## config.mk

```make
export PLATFORM = sky130hd
export DESIGN_NAME = sdo_map
export DESIGN_NICKNAME = d
export VERILOG_FILES = /design/src/rtl/sdo_pkg.sv /design/src/rtl/sdo_map.sv
export SDC_FILE = /design/constraint.sdc
export NUM_CORES = 2
export LEC_CHECK = 0
export BUFFER_PORTS_ARGS = -buffer_cell sky130_fd_sc_hd__buf_2
export CAP_MARGIN = 20
export CORE_MARGIN = 2
export CORE_UTILIZATION = 55
export DETAILED_ROUTE_END_ITERATION = 10
export PLACE_DENSITY = 0.82
export SLEW_MARGIN = 20
export SYNTH_ARGS = -nofsm -noshare
export SYNTH_HDL_FRONTEND = slang
export SYNTH_SLANG_ARGS = --single-unit
```

## constraint.sdc

```tcl
create_clock -name clk_i -period 2.8 [get_ports clk_i]
set_input_delay 0.14 -clock clk_i [delete_from_list [all_inputs] [get_ports clk_i]]
set_output_delay 0.14 -clock clk_i [all_outputs]
set_load 0.01 [all_outputs]
```

## src/rtl/sdo_pkg.sv

```systemverilog
// Package for the stochastic dominance unit: fixed field widths, request
// codes, transaction payload types and depth helpers.
// No dependencies.
package sdo_pkg;

  localparam int K          = 8;    // group columns
  localparam int FREQ_BITS  = 16;   // Q0.16 frequency
  localparam int SUM_BITS   = FREQ_BITS + 6;
  localparam int GROUP_W    = 3;
  localparam int COLS_W     = 4;
  localparam int PADDR_W    = 3;
  localparam int PDATA_W    = 32;

  localparam int POSET_SIZE_DEF = 256;
  localparam int N_OBS_DEF      = 64;

  // field widths bound what any parameter can reach
  localparam int ELEM_SPAN = 256;
  localparam int ROW_SPAN  = 64;

  // register index, taken from paddr[PADDR_W-1:2]
  localparam logic [PADDR_W-3:0] REG_COLS_IN_USE = '0;

  typedef enum logic [1:0] {
    REQ_FREQ = 2'd0,
    REQ_MAP  = 2'd1,
    REQ_EXT  = 2'd2
  } req_e;

  typedef struct packed {
    logic [1:0]  req_type;
    logic [7:0]  elem;
    logic [5:0]  row;
    logic [2:0]  col;
    logic [15:0] freq;
    logic        observed;
    logic        last;
  } in_item_t;

  typedef struct packed {
    logic [2:0] group_index;
    logic [7:0] dominates_mask;
    logic       last_res;
  } out_item_t;

  // per-stage control of an extension element
  typedef struct packed {
    logic hit;   // observed element, add its row
    logic last;  // closes the run
  } ctl_t;

  typedef logic [K-1:0][FREQ_BITS-1:0] row_t;
  typedef logic [K-1:0][K-1:0]         mask_arr_t;
  typedef logic [SUM_BITS-1:0]         sum_t;

  function automatic int map_depth(input int n_elems);
    return (n_elems < ELEM_SPAN) ? n_elems : ELEM_SPAN;
  endfunction

  function automatic int obs_depth(input int n_obs);
    return (n_obs < ROW_SPAN) ? n_obs : ROW_SPAN;
  endfunction

  function automatic int row_aw(input int n_obs);
    return (obs_depth(n_obs) > 1) ? $clog2(obs_depth(n_obs)) : 1;
  endfunction

endpackage

```

## src/rtl/sdo_map.sv

```systemverilog
// Element-to-row map: valid bit per element in flops, row index in memory.
// First pipeline stage of extension elements. Depends on sdo_pkg.
module sdo_map #(
  parameter int POSET_SIZE = sdo_pkg::POSET_SIZE_DEF,
  parameter int N_OBS      = sdo_pkg::N_OBS_DEF,
  localparam int ROW_AW    = sdo_pkg::row_aw(N_OBS)
) (
  input  logic               clk_i,
  input  logic               rst_ni,
  input  logic               acc_i,
  input  sdo_pkg::in_item_t  item_i,
  output sdo_pkg::ctl_t      ctl_o,
  output logic [ROW_AW-1:0]  row_o
);
  import sdo_pkg::*;

  localparam int MAP_DEPTH  = map_depth(POSET_SIZE);
  localparam int MAP_AW     = $clog2(MAP_DEPTH);
  localparam int FREQ_DEPTH = obs_depth(N_OBS);

  logic [MAP_DEPTH-1:0] vld_q;
  logic [ROW_AW-1:0]    map_mem [MAP_DEPTH];
  logic [ROW_AW-1:0]    row_q;
  ctl_t                 ctl_q;
  logic                 elem_ok, row_ok, is_map, is_ext;
  logic [MAP_AW-1:0]    eidx;

  assign elem_ok = 32'(item_i.elem) < MAP_DEPTH;
  assign row_ok  = 32'(item_i.row) < FREQ_DEPTH;
  assign is_map  = item_i.req_type == REQ_MAP;
  assign is_ext  = item_i.req_type == REQ_EXT;
  assign eidx    = item_i.elem[MAP_AW-1:0];

  // unobserved or out-of-range row clears the entry
  always_ff @(posedge clk_i or negedge rst_ni) begin
    if (!rst_ni) begin
      vld_q <= '0;
      ctl_q <= '0;
    end else begin
      if (acc_i && is_map && elem_ok) begin
        vld_q[eidx] <= item_i.observed && row_ok;
      end
      ctl_q.hit  <= acc_i && is_ext && elem_ok && vld_q[eidx];
      ctl_q.last <= acc_i && is_ext && item_i.last;
    end
  end

  always_ff @(posedge clk_i) begin
    if (acc_i && is_map && elem_ok && item_i.observed && row_ok) begin
      map_mem[eidx] <= item_i.row[ROW_AW-1:0];
    end
    if (acc_i) begin
      row_q <= map_mem[eidx];
    end
  end

  assign ctl_o = ctl_q;
  assign row_o = row_q;

endmodule

```

==> flow_summary.toml <==
[outcome]
status = "finished with violations"
violations = "negative hold slack, negative setup slack"

[routing]
wire_per_inst_um = 32.9
drt-initial-drc-count = 6807
ant_nets = 0
first_pass_iters = 6
post-route-drc-count = 0
vias = 43114
routed_wl_um = 210000
viasPerCell = 6.77

[sta]
finalHoldViolations = 1
drv_slew = 0
max_freq_ghz = 0.356
layout_setup_ws_ns = -0.00621
finalCritPeriodShare_pct = 100
fin_worst_skew_ns = 0.0267
whs_ns = -0.00122
maxSlewHeadroom_pct = 42.4
rsz0062_at_grt = "false"
worst_pin_slew_ns = 0.857
setup_viol = 1
period_needed_ns = 2.81

[pwr]
leakagePower_nw = 29.9
pwr_density_cell_mw_per_mm2 = 653
p_sw_mw = 12.0
cellInternalPower_mw = 43.4
pwr-share-clk_pct = 41.5
switching_share_pct = 21.7
seq_power_share_pct = 52.8
peakVddDrop_v = 0.000724
p_comb_share_pct = 5.8
p_total_mw = 55.4

[logic_synthesis]
synth_top_area_share_pct = 63.7
ys_warn_count = 0
yosys-top-cells-area = "edfxtp_1 (64%), mux4_2 (17%), dfrtp_1 (8.9%)"
synth_commonest_cells = "edfxtp_1 (1542), mux4_2 (533), nor2_1 (352)"
synth_top_flop_cell = "edfxtp_1"
netlist_instances = 3931
synth_top_family_by_area = "multiplexers"
synth.distinct_cells = 50
yosys.area_share.adder_pct = 0
seq_area_frac_synth_pct = 72.6
synth_top_area_cell = "edfxtp_1"
synth_xor_area_share_pct = 0
synthMuxAreaShare_pct = 17.6
synth_simple_gate_area_share_pct = 5.19
ys_seq_elements = 1800
synth_most_common_cell = "edfxtp_1"
synth_edf_count = 1542
syn_avg_cell_area_um2 = 18.5
async_reset_ff_share_pct = 14.3
synth_compound_area_share_pct = 2.56
syn-num-nets = 3971
syn_area_mm2 = 0.0727

[place]
io_buffers = 28
gp_congestion = 0.982
dp_hpwl_um = 123000
dpl_cell_area_mm2 = 0.0792
place_ws_ns = -0.446
place_inst = 6039

[setup_path]
crit_buf_inv = 1
worst_setup_path_start_kind = "flop"
cp_slowest_cell = "mux4_2"
path_delay_family = "multiplexers"
cpMostUsedCell = "mux4_2"
path_class = "reg -> reg"
crit_fanout = 1
max_stage_delay_ns = 0.50
crit_path_end_kind = "flop"
arrival_ns = 3.35
crit_required_ns = 3.34
crit_chain = "mux4_2 > mux4_2 > mux2i_1 > buf_4 > o22ai_1 > a21oi_1 > o211ai_1"

[die]
start_util_pct = 55.3
dieArea_mm2 = 0.135
fp.dieH_um = 367
coreArea_mm2 = 0.131
die_w_um = 367
num_rows = 133
ioPinCount = 48

[global_route]
grt_max_degree = 138
track_usage_pct = 31.3
grt_overflow = 0
grt_first_pass_wirelength_um = 306000
grt_pass1_vias = 44273
grt_antenna_before_repair = 7

[clock_network]
cts_tree = "yes"
cts_made_buffers = 166
insertion_delay_ns = 0.83
cts_sinks = 1800
cts_max_path_buffers = 3
cts_max_level = 4
clkTransAtPathRegs_ns = 0.06
cts_root_buf = "clkbuf_16"

[cells_and_area]
nNetsFinal = 4506
fillers = 8032
final_cell_count_no_fill = 6364
final_area_mm2 = 0.0848
multiInputGateArea_mm2 = 0.0186
final-seq-area_mm2 = 0.0528
area_delta_synth_final_pct = 16.8
drive_gt1_share_pct = 32.2

[flow_run]
max_cap_viol_count = 0

[min_path]
min_path_type = "in -> reg"
power groups by stage:
stage               clock (mW)  sequential [mW]  combinational (mW)
finish                    23.0             29.2                3.21
global placement             0             29.8                2.97
global route              24.0             29.2                3.31
detailed placement           0             29.8                3.05
floorplan                    0             29.8                1.53
CTS                       23.0             29.2                3.15
sequential cells by signal, summed over array words and instances, names as in the netlist:
signal,cells
ctl_o,2
vld_q,256
map_mem,1536
row_o,6
cell type report:
type | instances | area share, %
clock inverters | 98 | 1.20
inverters | 6 | 0.0324
multi-input cells | 1836 | 21.9
clock buffers | 205 | 5.20
flip-flops and latches | 1800 | 62.2
repair buffers | 656 | 6.88
diodes | 8 | 0.0236
well taps | 1755 | 2.59
timing repair:
item / 4_1_cts / 5_1_grt
endpoints found under the hold margin: 515 / 0
buffers inserted: 0 / 0
pin swaps: 0 / 1
gates resized for setup: 3 / 3
setup endpoints to repair: 2 / 2
hold buffers: 14 / 0
worst reg2reg max path, stage by stage (launching register included):
cell      delay, ns
edfxtp_1       0.41
mux4_2         0.48
mux4_2         0.50
mux2i_1        0.49
buf_4          0.21
o22ai_1        0.17
a21oi_1        0.19
o211ai_1       0.10
per-layer routing:
layer	GRT usage, %	part of all wire (%)	up-vias
met1	39.4	33	21887
met2	49.3	48	3606
met4	17.6	6.6	8
met3	8.98	13	854
li1	-	-	16759
met5	0	0.022	-
path summary, 6_finish.rpt:
check	start	endpoint	slack (ns)	cells past startpoint
min reg2reg	vld_q[63]	vld_q[63]	0.51	2
min in group asynchronous	rst_ni	vld_q[50]	0.52	3
max	map_mem[238][3]	row_o[3]	-0.006	7
min	item_i[26]	map_mem[37][5]	-0.001	1
max reg2reg	map_mem[238][3]	row_o[3]	-0.006	7
max in group asynchronous	rst_ni	vld_q[62]	0.65	4
cell families after synthesis:
logic type | count (synthesis)
mux | 608
flops | 1800
compound gates | 332
simple gates | 896
buf+inv | 295
layout by cell type, fill, tap and decap left out, types with 6 or more instances in the layout:
master	instances
edfxtp_1	1542
buf_4	548
mux4_2	533
nor2_1	351
dfrtp_1	258
o21ai_0	254
nand2_1	252
nand3_1	219
clkbuf_16	169
buf_12	68
mux2_2	39
clkinv_1	38
mux2i_1	35
clkbuf_1	31
clkinv_2	23
a22oi_1	22
bufinv_16	19
buf_2	15
dlygate4sd3_1	14
nand2_2	12
o22ai_1	11
clkbuf_8	11
nor3_1	9
a221oi_1	9
diode_2	8
nor2b_1	8
a21oi_1	8
nand2b_1	7
nor3_2	6
clkinv_8	6
per-stage QoR:
stage                     hold WS [ns]  utilization (%)  TNS (ns)
after detailed placement         0.187             60.3     -3.60
after CTS                      0.00266             64.6         0
after global placement           0.184             60.3     -2.27
final                         -0.00122             64.6  -0.00621
after global routing            0.0349             64.6         0
after floorplan                 -0.156                -         0
(Power assumes the default switching activity.)
