File: src/rtl/sdo_pkg.sv
// Package for the stochastic dominance unit: fixed field widths, request
// codes, transaction payload types and depth helpers.
// No dependencies.
package sdo_pkg;

  localparam int K          = 8;    // group columns
  localparam int FREQ_BITS  = 16;   // Q0.16 frequency
  localparam int SUM_BITS   = FREQ_BITS + 6;
  localparam int GROUP_W    = 3;
  localparam int COLS_W     = 4;
  localparam int PADDR_W    = 3;
  localparam int PDATA_W    = 32;

  localparam int POSET_SIZE_DEF = 256;
  localparam int N_OBS_DEF      = 64;

  // field widths bound what any parameter can reach
  localparam int ELEM_SPAN = 256;
  localparam int ROW_SPAN  = 64;

  // register index, taken from paddr[PADDR_W-1:2]
  localparam logic [PADDR_W-3:0] REG_COLS_IN_USE = '0;

  typedef enum logic [1:0] {
    REQ_FREQ = 2'd0,
    REQ_MAP  = 2'd1,
    REQ_EXT  = 2'd2
  } req_e;

  typedef struct packed {
    logic [1:0]  req_type;
    logic [7:0]  elem;
    logic [5:0]  row;
    logic [2:0]  col;
    logic [15:0] freq;
    logic        observed;
    logic        last;
  } in_item_t;

  typedef struct packed {
    logic [2:0] group_index;
    logic [7:0] dominates_mask;
    logic       last_res;
  } out_item_t;

  // per-stage control of an extension element
  typedef struct packed {
    logic hit;   // observed element, add its row
    logic last;  // closes the run
  } ctl_t;

  typedef logic [K-1:0][FREQ_BITS-1:0] row_t;
  typedef logic [K-1:0][K-1:0]         mask_arr_t;
  typedef logic [SUM_BITS-1:0]         sum_t;

  function automatic int map_depth(input int n_elems);
    return (n_elems < ELEM_SPAN) ? n_elems : ELEM_SPAN;
  endfunction

  function automatic int obs_depth(input int n_obs);
    return (n_obs < ROW_SPAN) ? n_obs : ROW_SPAN;
  endfunction

  function automatic int row_aw(input int n_obs);
    return (obs_depth(n_obs) > 1) ? $clog2(obs_depth(n_obs)) : 1;
  endfunction

endpackage

File: src/rtl/sdo_accum.sv
// Running sums (saturating add) and pairwise dominance flags.
// Stages three and four; raises snap_o with the run's masks. Depends on sdo_pkg.
module sdo_accum (
  input  logic                   clk_i,
  input  logic                   rst_ni,
  input  sdo_pkg::ctl_t          ctl_i,
  input  sdo_pkg::row_t          row_data_i,
  input  logic [sdo_pkg::K-1:0]  col_en_i,
  output sdo_pkg::ctl_t          ctl_o,
  output logic                   snap_o,
  output sdo_pkg::mask_arr_t     masks_o
);
  import sdo_pkg::*;

  sum_t              sum_q  [K];
  sum_t              s3_q   [K];
  sum_t              sum_nx [K];
  logic [SUM_BITS:0] tot    [K];
  logic [K-1:0]      flags_q [K];
  logic [K-1:0]      flag_d  [K];
  ctl_t              ctl3_q;

  always_comb begin
    for (int a = 0; a < K; a++) begin
      tot[a]    = {1'b0, sum_q[a]} + (SUM_BITS + 1)'(row_data_i[a]);
      sum_nx[a] = sum_q[a];
      if (col_en_i[a]) begin
        sum_nx[a] = tot[a][SUM_BITS] ? '1 : tot[a][SUM_BITS-1:0];
      end
    end
  end

  // sums clear as the closing element leaves; stage four compares its copy
  always_ff @(posedge clk_i or negedge rst_ni) begin
    if (!rst_ni) begin
      for (int a = 0; a < K; a++) begin
        sum_q[a] <= '0;
      end
      ctl3_q <= '0;
    end else begin
      ctl3_q <= ctl_i;
      for (int a = 0; a < K; a++) begin
        if (ctl_i.last) begin
          sum_q[a] <= '0;
        end else if (ctl_i.hit) begin
          sum_q[a] <= sum_nx[a];
        end
      end
    end
  end

  always_ff @(posedge clk_i) begin
    if (ctl_i.hit) begin
      s3_q <= sum_nx;
    end
  end

  always_comb begin
    for (int a = 0; a < K; a++) begin
      for (int b = 0; b < K; b++) begin
        flag_d[a][b] = flags_q[a][b] &
                       !(ctl3_q.hit && col_en_i[a] && col_en_i[b] && (a != b) &&
                         (s3_q[a] < s3_q[b]));
        masks_o[a][b] = col_en_i[b] & ((a == b) | flag_d[a][b]);
      end
    end
  end

  always_ff @(posedge clk_i or negedge rst_ni) begin
    if (!rst_ni) begin
      for (int a = 0; a < K; a++) begin
        flags_q[a] <= '1;
      end
    end else begin
      for (int a = 0; a < K; a++) begin
        flags_q[a] <= ctl3_q.last ? '1 : flag_d[a];
      end
    end
  end

  assign snap_o = ctl3_q.last;
  assign ctl_o  = ctl3_q;

endmodule

File: config.mk
export PLATFORM = sky130hd
export DESIGN_NAME = sdo_accum
export DESIGN_NICKNAME = d
export VERILOG_FILES = /design/src/rtl/sdo_pkg.sv /design/src/rtl/sdo_accum.sv
export SDC_FILE = /design/constraint.sdc
export NUM_CORES = 2
export LEC_CHECK = 0
export ABC_AREA = 1
export BUFFER_PORTS_ARGS = -buffer_cell sky130_fd_sc_hd__buf_2
export CELL_PAD_IN_SITES_DETAIL_PLACEMENT = 1
export CELL_PAD_IN_SITES_GLOBAL_PLACEMENT = 1
export CORE_MARGIN = 1.5
export CORE_UTILIZATION = 30
export CTS_CLUSTER_DIAMETER = 100
export DETAILED_ROUTE_END_ITERATION = 6
export GPL_TIMING_DRIVEN = 0
export MAX_ROUTING_LAYER = met4
export PLACE_DENSITY_LB_ADDON = 0.1
export SETUP_SLACK_MARGIN = 0.1
export SKIP_CTS_REPAIR_TIMING = 1
export SLEW_MARGIN = 20
export SYNTH_ARGS = -nofsm -noshare
export SYNTH_HDL_FRONTEND = slang
export SYNTH_SLANG_ARGS = --single-unit
File: constraint.sdc
create_clock -name clk_i -period 4.8 [get_ports clk_i]
set_input_delay 0.48 -clock clk_i [delete_from_list [all_inputs] [get_ports clk_i]]
set_output_delay 0.48 -clock clk_i [all_outputs]
set_load 0.1 [all_outputs]
==> impl_metrics.ini <==
[setup_path]
crit_cells = 9
slowest_delay_ns = 0.80
slowest_stage = edfxtp_1
worstPathRequired_ns = 4.32
start_kind = flip-flop
worst_setup_path_end_kind = primary output
cpLargestDelayFamily = simple AND/OR/NAND/NOR gates
path_cells = inv_1, ha_1, nand4_1, nor3_1, nand2_1, nand3_1, o21ai_0, nor2_1, buf_2
crit_arrival_ns = 4.17
crit_buf_inv = 2
critical_path.max_fanout = 6
path_class = reg2out
ff2ff_path_depth = 10

[yosys]
synth-seq-cells = 410
synth_top_cells_by_area = ha_1 22%, nand2_1 18%, edfxtp_1 13%
netlist_instances = 5998
synthFlopType = dfrtp_1
post-synth-top-area-fraction = 0.222
synth_enable_flop_cells = 176
synthesis.nets = 6890
yosysUniqueCellTypes = 40
yosys-top-cells-count = 1993 x nand2_1, 796 x inv_1, 744 x ha_1
syn_avg_cell_area_um2 = 7.00
synth_seq_area_share = 0.267
yosysTopAreaCell = ha_1
synthArstFlopShare = 0.571
yosys_warnings = 0
netlist_area_um2 = 42000
synth.most_common_cell = nand2_1

[clocking]
h-tree-depth = 2
clock_latency_ns = 0.66
cts_tree = yes
cts_root_buffer = clkbuf_16
clock_path_buffers = 3
cts_num_sinks = 410
cts.clk_slew.worst_paths_ns = 0.06
numCtsBuffers = 56

[global_route]
grt_max_degree = 93
grt_usage = 0.275
overflow = 0
first_global_vias = 41800
grt_pass1_wl_um = 278000
antenna_found_initial = 11

[cells_and_area]
syn_to_final_growth_pct = 13.5
final_util = 0.342
drive_gt1_frac = 0.0925
layoutNonFillerInstCount = 8205
nets = 7171
nFillCells = 17600

[power]
total_power_w = 0.0154
ir_drop_uv = 253
swShare = 0.439
p_comb_frac = 0.403
leakagePower_nw = 25.7
power_density_nw_per_um2 = 323
pwr-share-seq = 0.310
p_switching_w = 0.00677
pwr-share-clk = 0.287
intPower_w = 0.00864

[timing]
post-route-min-period_ns = 4.65
setup_violations = 0
drv_slew = 0
clock_skew_ns = 0.0192
slew-limit-headroom = 0.160
max_freq_mhz = 215
hold_violations = 0
post-route-period-util = 0.968
rsz0062_at_grt = yes
tightestPinTransition_ns = 1.26
whs_ns = 0.250

[placement]
portBuffers = 203
dpl.hpwl_um = 152000
gp_congestion = 0.953
dp_cells = 8084

[die]
dieArea_um2 = 142000
chipHeight_um = 377
die_w_um = 377
start_util = 0.302
num_rows = 137
io_pins = 207
core-area_um2 = 139000

[worst_hold_path]
hold_class = in2reg
whs_path_depth = 1

[detailed_routing]
routedWlPerCell_um = 23.3
drc = 0
drt_iter0_markers = 2707
wl_met1_um = 92200
wl_met3_um = 8600
wirelength_um = 192000
vias = 41500
highest_layer = met4
drt-vias-per-instance = 5.06
drtPass1Iterations = 5
wl_met2_um = 85400
ant_nets = 0

[run_status]
status = completed

[job]
maxCapViolCount = 0
logic make-up (layout without fill, tap and decap cells):
kind of cell / Yosys count / after routing / share of synthesized area
other cells: 0 / 3 / 0
fa+ha+maj: 752 / 752 / 0.226
compound gates: 680 / 680 / 0.0900
flops: 410 / 410 / 0.267
xor+xnor: 64 / 64 / 0.0134
simple gates: 3172 / 3172 / 0.319
buf+inv: 920 / 1248 / 0.0852
flip-flops by register name, summed over array words and instances, names as in the netlist:
name / flops
ctl_o: 1
flags_q: 56
s3_q: 176
snap_o: 1
sum_q: 176
metal layers:
metal / global-route usage / up-vias
met1: 0.377 / 20200
met3: 0.0264 / 209
met4: 0.0733 / 0
met2: 0.430 / 853
met5: - / -
li1: - / 20200
layout by cell type (no fill, tap or decap), types with 8 or more instances in the layout:
cell type  synthesis  layout
nand2_1         1993    1993
inv_1            796     796
ha_1             744     744
nand3_1          432     432
nor2_1           398     397
a21oi_1          367     367
buf_2             15     216
dfrtp_1          178     178
edfxtp_1         176     176
o21ai_0          158     158
or2_2            112     112
nand4_1           93      93
a21boi_1          73      73
clkbuf_1          63      63
xor2_1            56      56
clkbuf_16          0      56
dfstp_2           56      56
nor3_1            52      50
nand3b_1          28      28
o211ai_1          23      23
inv_2             22      22
a21boi_0          22      22
nor4_1            17      17
buf_4             12      16
o21bai_1          14      14
a31oi_1           11      11
nand2_2           11      11
clkbuf_2           0       9
clkinv_2           0       9
o21a_1             8       8
buf_6              8       8
xnor2_1            8       8
fa_1               8       8
cell type report:
| cell class | instances | area, um^2 | share of cell area |
|---|---|---|---|
| multi-input combinational | 4668 | 27200 | 0.571 |
| sequential | 410 | 11200 | 0.235 |
| inverter | 818 | 3070 | 0.0644 |
| tap | 1876 | 2350 | 0.0493 |
| clock buffer | 68 | 1480 | 0.0310 |
| timing repair buffer | 223 | 1420 | 0.0298 |
| buffer | 102 | 518 | 0.0109 |
| clock inverter | 37 | 403 | 0.00846 |
| antenna | 3 | 7.51 | 0.000158 |
final timing paths:
path | from | endpoint | slack (ns)
max in group asynchronous | rst_ni | flags_q[48]$_DFF_PN1_ | 2.84
hold / removal | ctl_i[1] | s3_q[69]$_DFFE_PP_ | 0.25
hold reg to reg | flags_q[53]$_DFF_PN1_ | flags_q[53]$_DFF_PN1_ | 0.48
setup reg to reg | s3_q[8]$_DFFE_PP_ | flags_q[47]$_DFF_PN1_ | 1.81
min in group asynchronous | rst_ni | sum_q[61]$_DFFE_PN0P_ | 0.36
setup / recovery | s3_q[8]$_DFFE_PP_ | masks_o[23] | 0.15
power groups by stage:
stage          clock network, W  registers, W  logic [W]
2_1_floorplan                 0       0.00441    0.00417
3_5_place_dp                  0       0.00487    0.00610
3_3_place_gp                  0       0.00488    0.00590
4_1_cts                 0.00451       0.00481    0.00613
6_report                0.00442       0.00478    0.00621
5_1_grt                 0.00464       0.00479    0.00704
metrics by stage:
stage,TNS [ns],setup slack [ns],cell area (um^2)
2_1_floorplan,0,1.46,42000
3_3_place_gp,-1027.44,-3.84,45300
4_1_cts,-0.0283,-0.0164,47400
6_report,0,0.152,47600
3_5_place_dp,0,0.705,45600
5_1_grt,0,0.0302,47600
Note: power is estimated with default switching activity, not from simulation.
