`src/rtl/sdo_pkg.sv`:
```
// Package for the stochastic dominance unit: fixed field widths, request
// codes, transaction payload types and depth helpers.
// No dependencies.
package sdo_pkg;

  localparam int K          = 8;    // group columns
  localparam int FREQ_BITS  = 16;   // Q0.16 frequency
  localparam int SUM_BITS   = FREQ_BITS + 6;
  localparam int GROUP_W    = 3;
  localparam int COLS_W     = 4;
  localparam int PADDR_W    = 3;
  localparam int PDATA_W    = 32;

  localparam int POSET_SIZE_DEF = 256;
  localparam int N_OBS_DEF      = 64;

  // field widths bound what any parameter can reach
  localparam int ELEM_SPAN = 256;
  localparam int ROW_SPAN  = 64;

  // register index, taken from paddr[PADDR_W-1:2]
  localparam logic [PADDR_W-3:0] REG_COLS_IN_USE = '0;

  typedef enum logic [1:0] {
    REQ_FREQ = 2'd0,
    REQ_MAP  = 2'd1,
    REQ_EXT  = 2'd2
  } req_e;

  typedef struct packed {
    logic [1:0]  req_type;
    logic [7:0]  elem;
    logic [5:0]  row;
    logic [2:0]  col;
    logic [15:0] freq;
    logic        observed;
    logic        last;
  } in_item_t;

  typedef struct packed {
    logic [2:0] group_index;
    logic [7:0] dominates_mask;
    logic       last_res;
  } out_item_t;

  // per-stage control of an extension element
  typedef struct packed {
    logic hit;   // observed element, add its row
    logic last;  // closes the run
  } ctl_t;

  typedef logic [K-1:0][FREQ_BITS-1:0] row_t;
  typedef logic [K-1:0][K-1:0]         mask_arr_t;
  typedef logic [SUM_BITS-1:0]         sum_t;

  function automatic int map_depth(input int n_elems);
    return (n_elems < ELEM_SPAN) ? n_elems : ELEM_SPAN;
  endfunction

  function automatic int obs_depth(input int n_obs);
    return (n_obs < ROW_SPAN) ? n_obs : ROW_SPAN;
  endfunction

  function automatic int row_aw(input int n_obs);
    return (obs_depth(n_obs) > 1) ? $clog2(obs_depth(n_obs)) : 1;
  endfunction

endpackage

```
`src/rtl/sdo_if.sv`:
```


interface sdo_out_if;
  import sdo_pkg::*;
  logic      valid;
  logic      ready;
  out_item_t data;
  modport source (output valid, output data, input ready);
  modport sink   (input valid, input data, output ready);
endinterface

```
`src/rtl/sdo_out.sv`:
```
// Result buffer: holds one run's masks and sends one per transaction.
// Depends on sdo_pkg and sdo_if.
module sdo_out (
  input  logic                        clk_i,
  input  logic                        rst_ni,
  input  logic                        snap_i,
  input  sdo_pkg::mask_arr_t          masks_i,
  input  logic [sdo_pkg::GROUP_W-1:0] col_last_i,
  sdo_out_if.source                   out_o
);
  import sdo_pkg::*;

  mask_arr_t          masks_q;
  logic               busy_q;
  logic [GROUP_W-1:0] idx_q;
  logic [GROUP_W-1:0] last_q;

  always_ff @(posedge clk_i or negedge rst_ni) begin
    if (!rst_ni) begin
      busy_q <= 1'b0;
      idx_q  <= '0;
      last_q <= '0;
    end else if (snap_i) begin
      busy_q <= 1'b1;
      idx_q  <= '0;
      last_q <= col_last_i;
    end else if (busy_q && out_o.ready) begin
      if (idx_q == last_q) begin
        busy_q <= 1'b0;
      end else begin
        idx_q <= idx_q + 1'b1;
      end
    end
  end

  always_ff @(posedge clk_i) begin
    if (snap_i) begin
      masks_q <= masks_i;
    end
  end

  assign out_o.valid               = busy_q;
  assign out_o.data.group_index    = idx_q;
  assign out_o.data.dominates_mask = masks_q[idx_q];
  assign out_o.data.last_res       = idx_q == last_q;

endmodule

```
`src/flat_wrapper.sv`:
```
// flat-port wrapper written by rule: the top's interface ports become plain ports
module sdo_out_flat import sdo_pkg::*;
  (clk_i, rst_ni, snap_i, masks_i, col_last_i, out_o_valid, out_o_data, out_o_ready);
  sdo_out_if out_o_i ();
  input  logic clk_i;
  input  logic rst_ni;
  input  logic snap_i;
  input  sdo_pkg::mask_arr_t masks_i;
  input  logic [sdo_pkg::GROUP_W-1:0] col_last_i;
  output wire logic [$bits(out_o_i.valid)-1:0] out_o_valid;
  output wire logic [$bits(out_o_i.data)-1:0] out_o_data;
  input wire logic [$bits(out_o_i.ready)-1:0] out_o_ready;
  assign out_o_valid = out_o_i.valid;
  assign out_o_data = out_o_i.data;
  assign out_o_i.ready = out_o_ready;
  sdo_out u_core (.clk_i(clk_i), .rst_ni(rst_ni), .snap_i(snap_i), .masks_i(masks_i), .col_last_i(col_last_i), .out_o(out_o_i));
endmodule
```
`config.mk`:
```
export PLATFORM = sky130hd
export DESIGN_NAME = sdo_out_flat
export DESIGN_NICKNAME = d
export VERILOG_FILES = /design/src/rtl/sdo_pkg.sv /design/src/rtl/sdo_if.sv /design/src/rtl/sdo_out.sv /design/src/flat_wrapper.sv
export SDC_FILE = /design/constraint.sdc
export NUM_CORES = 1
export LEC_CHECK = 0
export BUFFER_PORTS_ARGS = -buffer_cell sky130_fd_sc_hd__buf_2
export CORE_UTILIZATION = 51
export CTS_CLUSTER_DIAMETER = 60
export DETAILED_ROUTE_END_ITERATION = 7
export PLACE_DENSITY = 0.79
export SKIP_CTS_REPAIR_TIMING = 1
export SLEW_MARGIN = 20
export SYNTH_ARGS = -nofsm -noshare
export SYNTH_HDL_FRONTEND = slang
export SYNTH_SLANG_ARGS = --single-unit
```
`constraint.sdc`:
```
create_clock -name clk_i -period 1.6 [get_ports clk_i]
set_clock_uncertainty 0.05 [all_clocks]
set_input_delay 0.16 -clock clk_i [delete_from_list [all_inputs] [get_ports clk_i]]
set_output_delay 0.16 -clock clk_i [all_outputs]
set_load 0.02 [all_outputs]
```
==> results by group, run 1 <==
Min path
  • Hold Crit Depth: 2
  • Hold crit path type: in -> reg

GRT
  • Largest net degree at the start of global routing: 31
  • Vias in the first global route: 1,685
  • Global-route wire length before repair: 7980 um
  • Gr ovfl total: 0
  • Initial antenna violation count: 1
  • GRT Total Usage: 18.8%

STA
  • Hold Slack: 0.0313 ns
  • Final setup violation count: 12
  • Sum of negative setup slack: -4.76 ns
  • Max-slew violations: 0
  • Tcrit/Tclk final: 134%
  • Worst-Margin Slew: 0.530 ns
  • Final Hold Viols: 0
  • Unrepaired setup endpoints after global routing: true
  • Fin crit period: 2.14 ns
  • Rel. slew slack: 64.6%
  • Setup WS post-layout: -0.541 ns
  • Max Clk Rate: 467 MHz

Clock network
  • CTS tree: yes
  • Clk slew on worst S/H paths: 0.08 ns
  • Root buffer cell: clkbuf_8
  • TritonCTS Buffers: 9
  • Worst-Skew Late Latency: 0.35 ns
  • Clock sinks: 71
  • CTS max path bufs: 2
  • Maximum level of the CTS H-tree: 3

Finish
  • Final core utilization: 84.1%
  • Layout Nets: 380
  • Fraction of layout cells with a size suffix above 1: 47.1%
  • Multi-input gate area: 722 um^2
  • Fillers: 235
  • Register area: 2100 um^2
  • Most common cell after layout, fill and taps aside: buf_2
  • Layout area overhead: 54.9%
  • Most frequent cells in the layout: buf_2, dlygate4sd3_1, edfxtp_1, mux4_2, buf_4

Floorplanning
  • Die Area: 5840 um^2
  • CORE AREA: 5200 um^2
  • Ports: 84
  • Die height: 76.4 um
  • Cell Rows: 26
  • Die Wd: 76.4 um
  • Initial cell density of the core: 54.3%

Yosys
  • Mapped Area: 2830 um^2
  • FF+latch count, synth: 71
  • Register area share after synthesis: 74.2%
  • Syn nets: 205
  • Mux contribution to synthesized area: 17.1%
  • Simple-Gate Fraction of Synth Area: 3.06%
  • Syn Inst Count: 133
  • Synth Area in Compound Gates: 1.64%
  • Yosys Warn Count: 0
  • Yosys cell types: 26
  • XOR/XNOR Fraction of Synth Area: 1.86%
  • Post-synthesis adder-cell area fraction: 0.443%
  • Syn avg cell area: 21.2 um^2
  • Largest family of logic cells by synthesized area: multiplexers

Placement
  • Port bufs: 83
  • DP Wirelength: 3640 um
  • Place WS: -0.115 ns
  • Gpl congestion: 0.800

Pwr
  • VDD IR-drop max: 1140 uV
  • Pwr Density: 1300 nW/um^2
  • Leakage: 1.74 nW

Critical path
  • Req. time, crit path: 1.39 ns
  • Reg2Reg Depth: 5
  • CP Capture Type: output port
  • Worst setup SP type: flop
  • CP Max Fanout: 9
  • CP arrival: 1.93 ns
  • Critical path type: reg -> out

Routing
  • # DRC: 0
  • Total routed wirelength: 8590 um
  • Initial drt markers: 251
  • Post-DRT Antenna Nets: 0
  • Via density: 5.56
  • WL/cell: 22.4 um
  • DRT Pass-1 Iters: 5
  • Via Count: 2,130

Status
  • Status: finished, violations left
  • Failing checks: setup timing

Run
  • # Max-Cap Violations: 0
cells by family (layout without fill, tap and decap cells):
logic type | after synthesis | in the layout
AO/OA/AOI/OAI | 7 | 7
XOR/XNOR | 6 | 6
adder cells (fa/ha/maj) | 1 | 1
buffers and inverters | 7 | 186
flip-flops | 71 | 71
multiplexers | 27 | 27
other | 0 | 1
AND/OR/NAND/NOR | 14 | 14
cells in the mapped netlist, drive strengths merged:
cell,n,area share (%)
nand3,3,0.53
a22oi,2,0.53
a31oi,2,0.44
nor4bb,1,0.35
mux2,11,4.4
and4b,1,0.35
nand4,2,0.44
edfxtp,64,68
o21ai,2,0.35
xor2,3,0.93
nor2,1,0.13
clkbuf,1,0.13
xnor2,3,0.93
or4b,1,0.35
nand2,2,0.27
buf,5,1.4
a211o,1,0.31
dfrtp,7,6.2
ha,1,0.44
mux4,16,13
nor3,1,0.18
inv,1,0.13
nor2b,2,0.44
worst paths after layout:
check                                        start                  to  slack, ns
max in group asynchronous                   rst_ni     u_core.idx_q[0]       1.22
min in group asynchronous                   rst_ni     u_core.idx_q[1]       0.11
worst max register to register     u_core.idx_q[0]     u_core.idx_q[2]      -0.17
worst min register to register  u_core.out_o.valid  u_core.out_o.valid       0.58
worst max-delay path               u_core.idx_q[0]       out_o_data[2]      -0.54
worst min-delay path                 col_last_i[1]    u_core.last_q[1]       0.03
cell type report:
class | count | area share [%]
multi-input cells | 55 | 16.5
flip-flops and latches | 71 | 48.0
well taps | 70 | 2.00
clock inverters | 6 | 0.658
diodes | 1 | 0.0572
inverters | 1 | 0.0858
clock buffers | 9 | 2.83
repair buffers | 170 | 29.9
registers in the layout (all words and copies together), names as in the netlist:
signal	count
u_core.masks_q	64
u_core.idx_q	3
u_core.out_o.valid	1
u_core.last_q	3
metrics by stage:
| step | power (W) | instance area, um^2 | std cells |
|---|---|---|---|
| finish | 0.00571 | 4380 | 383 |
| global route | 0.00589 | 4380 | 383 |
| CTS | 0.00521 | 3620 | 313 |
| detailed placement | 0.00406 | 3470 | 298 |
| global placement | 0.00404 | 3470 | 298 |
| floorplan | 0.00343 | 2840 | 133 |
where the power goes:
| part | leakage [nW] | internal (W) | switching, W |
|---|---|---|---|
| registers | 0.708 | 0.00221 | 0.000152 |
| logic | 0.952 | 0.00120 | 0.000933 |
| clock network | 0.0774 | 0.000532 | 0.000684 |
| total | 1.74 | 0.00394 | 0.00177 |
critical path, cell delays in order (launching register included):
cell and delay (ns):
dfrtp_2 0.46, buf_12 0.16, mux4_2 0.52, mux2_2 0.29, buf_6 0.14
metal layers:
metal	vias up	part of all wire [%]	global-route usage, %
met3	23	9.5	5.87
li1	899	-	-
met2	171	51	30.2
met4	0	2.9	10.4
met1	1037	37	22.8
met5	-	0	0
Note: power is estimated with default switching activity, not from simulation.
==> run 2, diff against run 1 <==
--- a/config.mk
+++ b/config.mk
@@ -9,6 +9,7 @@
 export CORE_UTILIZATION = 51
 export CTS_CLUSTER_DIAMETER = 60
 export DETAILED_ROUTE_END_ITERATION = 7
+export GPL_TIMING_DRIVEN = 0
 export PLACE_DENSITY = 0.79
 export SKIP_CTS_REPAIR_TIMING = 1
 export SLEW_MARGIN = 20
==> run 2 against run 1 <==
The flow still finishes with violations (setup timing). Maximum frequency increased by 2.2%. Hold slack lost 0.031 ns. Cell count fell by 3.9%. Critical endpoint is now out_o_data[3].
==> results by group, run 2 (same netlist as run 1, synthesis figures left out) <==
Floorplanning
  • Cell Rows: 26 (unchanged)
  • Die Wd: 76.4 um (unchanged)
  • Ports: 84 (unchanged)
  • CORE AREA: 5200 um^2 (unchanged)
  • Die Area: 5840 um^2 (unchanged)
  • Initial cell density of the core: 54.3% (unchanged)
  • Die height: 76.4 um (unchanged)

Routing
  • # DRC: 0 (unchanged)
  • Total routed wirelength: 7180 um (-16%)
  • Via Count: 1,965 (-7.7%)
  • WL/cell: 19.5 um (-13%)
  • DRT Pass-1 Iters: 4 (-1)
  • Via density: 5.34 (-4.0%)
  • Post-DRT Antenna Nets: 0 (unchanged)
  • Initial drt markers: 159 (-37%)

Min path
  • Hold crit path type: in -> reg
  • Hold Crit Depth: 2 (unchanged)

Clock network
  • Worst-Skew Late Latency: 0.34 ns (about the same)
  • Maximum level of the CTS H-tree: 3 (unchanged)
  • Clock sinks: 71 (unchanged)
  • Root buffer cell: clkbuf_8
  • CTS tree: yes
  • CTS max path bufs: 2 (unchanged)
  • Clk slew on worst S/H paths: 0.07 ns (about the same)
  • TritonCTS Buffers: 9 (unchanged)

Critical path
  • Worst setup SP type: flop
  • CP Max Fanout: 10 (+1)
  • Slowest CP cell: mux4_2
  • Top delay family on crit path: multiplexers
  • CP Capture Type: output port
  • WP buf/inv: 2 (unchanged)
  • Req. time, crit path: 1.39 ns (about the same)
  • Cell count along the critical path: 4 (unchanged)
  • Critical path type: reg -> out
  • CP arrival: 1.89 ns (-0.04 ns)
  • Slowest Stage Delay on Critical Path: 0.51 ns (about the same)
  • Cell chain of the critical path: buf_12 > mux4_2 > mux2_2 > buf_4
  • Reg2Reg Depth: 5 (unchanged)

Pwr
  • Fraction of power spent switching nets: 28.6% (-2.4 points)
  • Logic gate share of total power: 34.0% (-3.3 points)
  • VDD IR-drop max: 927 uV (-19%)
  • Switching power: 0.00157 W (-11%)
  • Pwr Density: 1300 nW/um^2 (-0.67%)
  • Reg power frac: 42.0% (+0.6 points)
  • Pwr Total: 0.00550 W (-3.6%)
  • Clock power frac: 24.0% (+2.7 points)
  • Pint: 0.00393 W (-0.25%)
  • Leakage: 1.66 nW (-4.4%)

Placement
  • DP Wirelength: 3250 um (-11%)
  • Gpl congestion: 0.823 (+2.8%)
  • Port bufs: 83 (unchanged)
  • Place WS: -0.335 ns (-0.220 ns)

Run
  • # Max-Cap Violations: 0 (unchanged)

Finish
  • Largest registers: u_core.masks_q (64), u_core.idx_q (3), u_core.last_q (3)
  • Largest Register: u_core.masks_q
  • Most common cell after layout, fill and taps aside: buf_2
  • Layout area overhead: 50.3%
  • Layout Nets: 366 (-3.7%)
  • Fraction of layout cells with a size suffix above 1: 44.4% (-2.7 points)
  • Most frequent cells in the layout: buf_2, dlygate4sd3_1, edfxtp_1, mux4_2, mux2_2
  • Fillers: 260 (+11%)
  • Max reg flops: 64 (unchanged)

STA
  • Max-slew violations: 0 (unchanged)
  • Rel. slew slack: 61.1% (-3.5 points)
  • Unrepaired setup endpoints after global routing: true
  • Hold Slack: 0.000734 ns (-0.0306 ns)
  • Fin crit period: 2.10 ns (-0.0453 ns)
  • Worst-Margin Slew: 0.584 ns (+0.0541 ns)
  • Max Clk Rate: 477 MHz (+2.2%)
  • Tcrit/Tclk final: 131% (-2.8 points)
  • Final setup violation count: 10 (-2)
  • Final Hold Viols: 0 (unchanged)
  • Setup WS post-layout: -0.496 ns (+0.0453 ns)

GRT
  • Vias in the first global route: 1,623 (-3.7%)
  • Gr ovfl total: 0 (unchanged)
  • Global-route wire length before repair: 7660 um (-4.1%)
  • Initial antenna violation count: 1 (unchanged)
  • GRT Total Usage: 18.2% (-0.65 points)
  • Largest net degree at the start of global routing: 66 (+110%)

Status
  • Failing checks: setup timing
  • Status: finished, violations left
[run 2: cell types whose count changed in the layout (fill, tap and decap cells not counted), sizes merged]
cell         delta
buf            -14
clkbuf          +5
clkinv          -4
dlygate4sd3     -2
bufinv          +1
clkinvlp        -1
[run 2: worst paths after layout]
check | to | from | slack [ns]
max | out_o_data[3] | u_core.idx_q[0] | -0.50
min | u_core.last_q[0] | col_last_i[0] | 0.0007
max reg2reg | u_core.idx_q[2] | u_core.idx_q[0] | -0.17
min reg2reg | u_core.out_o.valid | u_core.out_o.valid | 0.58
max in group asynchronous | u_core.idx_q[0] | rst_ni | 1.18
min in group asynchronous | u_core.out_o.valid | rst_ni | 0.13
[run 2: worst reg2reg max path: stages, from the launching register on]
cell	delay [ns]
dfrtp_2	0.45
buf_12	0.17
buf_4	0.14
xor2_2	0.19
or4b_1	0.52
a31oi_1	0.17
[run 2: metal layers]
layer | wire (um) | vias up | track usage [%]
li1 | - | 875 | -
met1 | 2740 | 959 | 20.8
met2 | 3840 | 113 | 30.2
met3 | 437 | 18 | 6.11
met4 | 162 | 0 | 9.81
met5 | 0 | - | 0
[run 2: area by class of cell]
class / instances / area [um^2] / share of cell area, %
Timing Repair Buffer: 150 / 1100 / 25.9
Buffer: 6 / 80.1 / 1.89
Tap cell: 70 / 87.6 / 2.06
Clock buffer: 12 / 135 / 3.18
Sequential cell: 71 / 2100 / 49.4
Clock inverter: 2 / 33.8 / 0.796
Inverter: 1 / 3.75 / 0.0884
Antenna cell: 1 / 2.50 / 0.0589
Multi-Input combinational cell: 55 / 706 / 16.6
[run 2: power groups by stage]
stage,clock [W],sequential (W),combinational (W)
floorplan,0,0.00235,0.00108
global placement,0,0.00232,0.00155
detailed placement,0,0.00233,0.00155
CTS,0.00131,0.00229,0.00156
global route,0.00140,0.00232,0.00199
finish,0.00132,0.00231,0.00187
[run 2: metrics by stage]
step | cell area (um^2) | TNS, ns | instances | util [%]
finish | 4250 | -4.20 | 368 | 81.6
floorplan | 2840 | -0.373 | 133 | -
global placement | 3350 | -7.18 | 286 | 64.3
CTS | 3520 | -4.85 | 300 | 67.6
global route | 4250 | -4.88 | 368 | 81.6
detailed placement | 3350 | -2.83 | 286 | 64.4
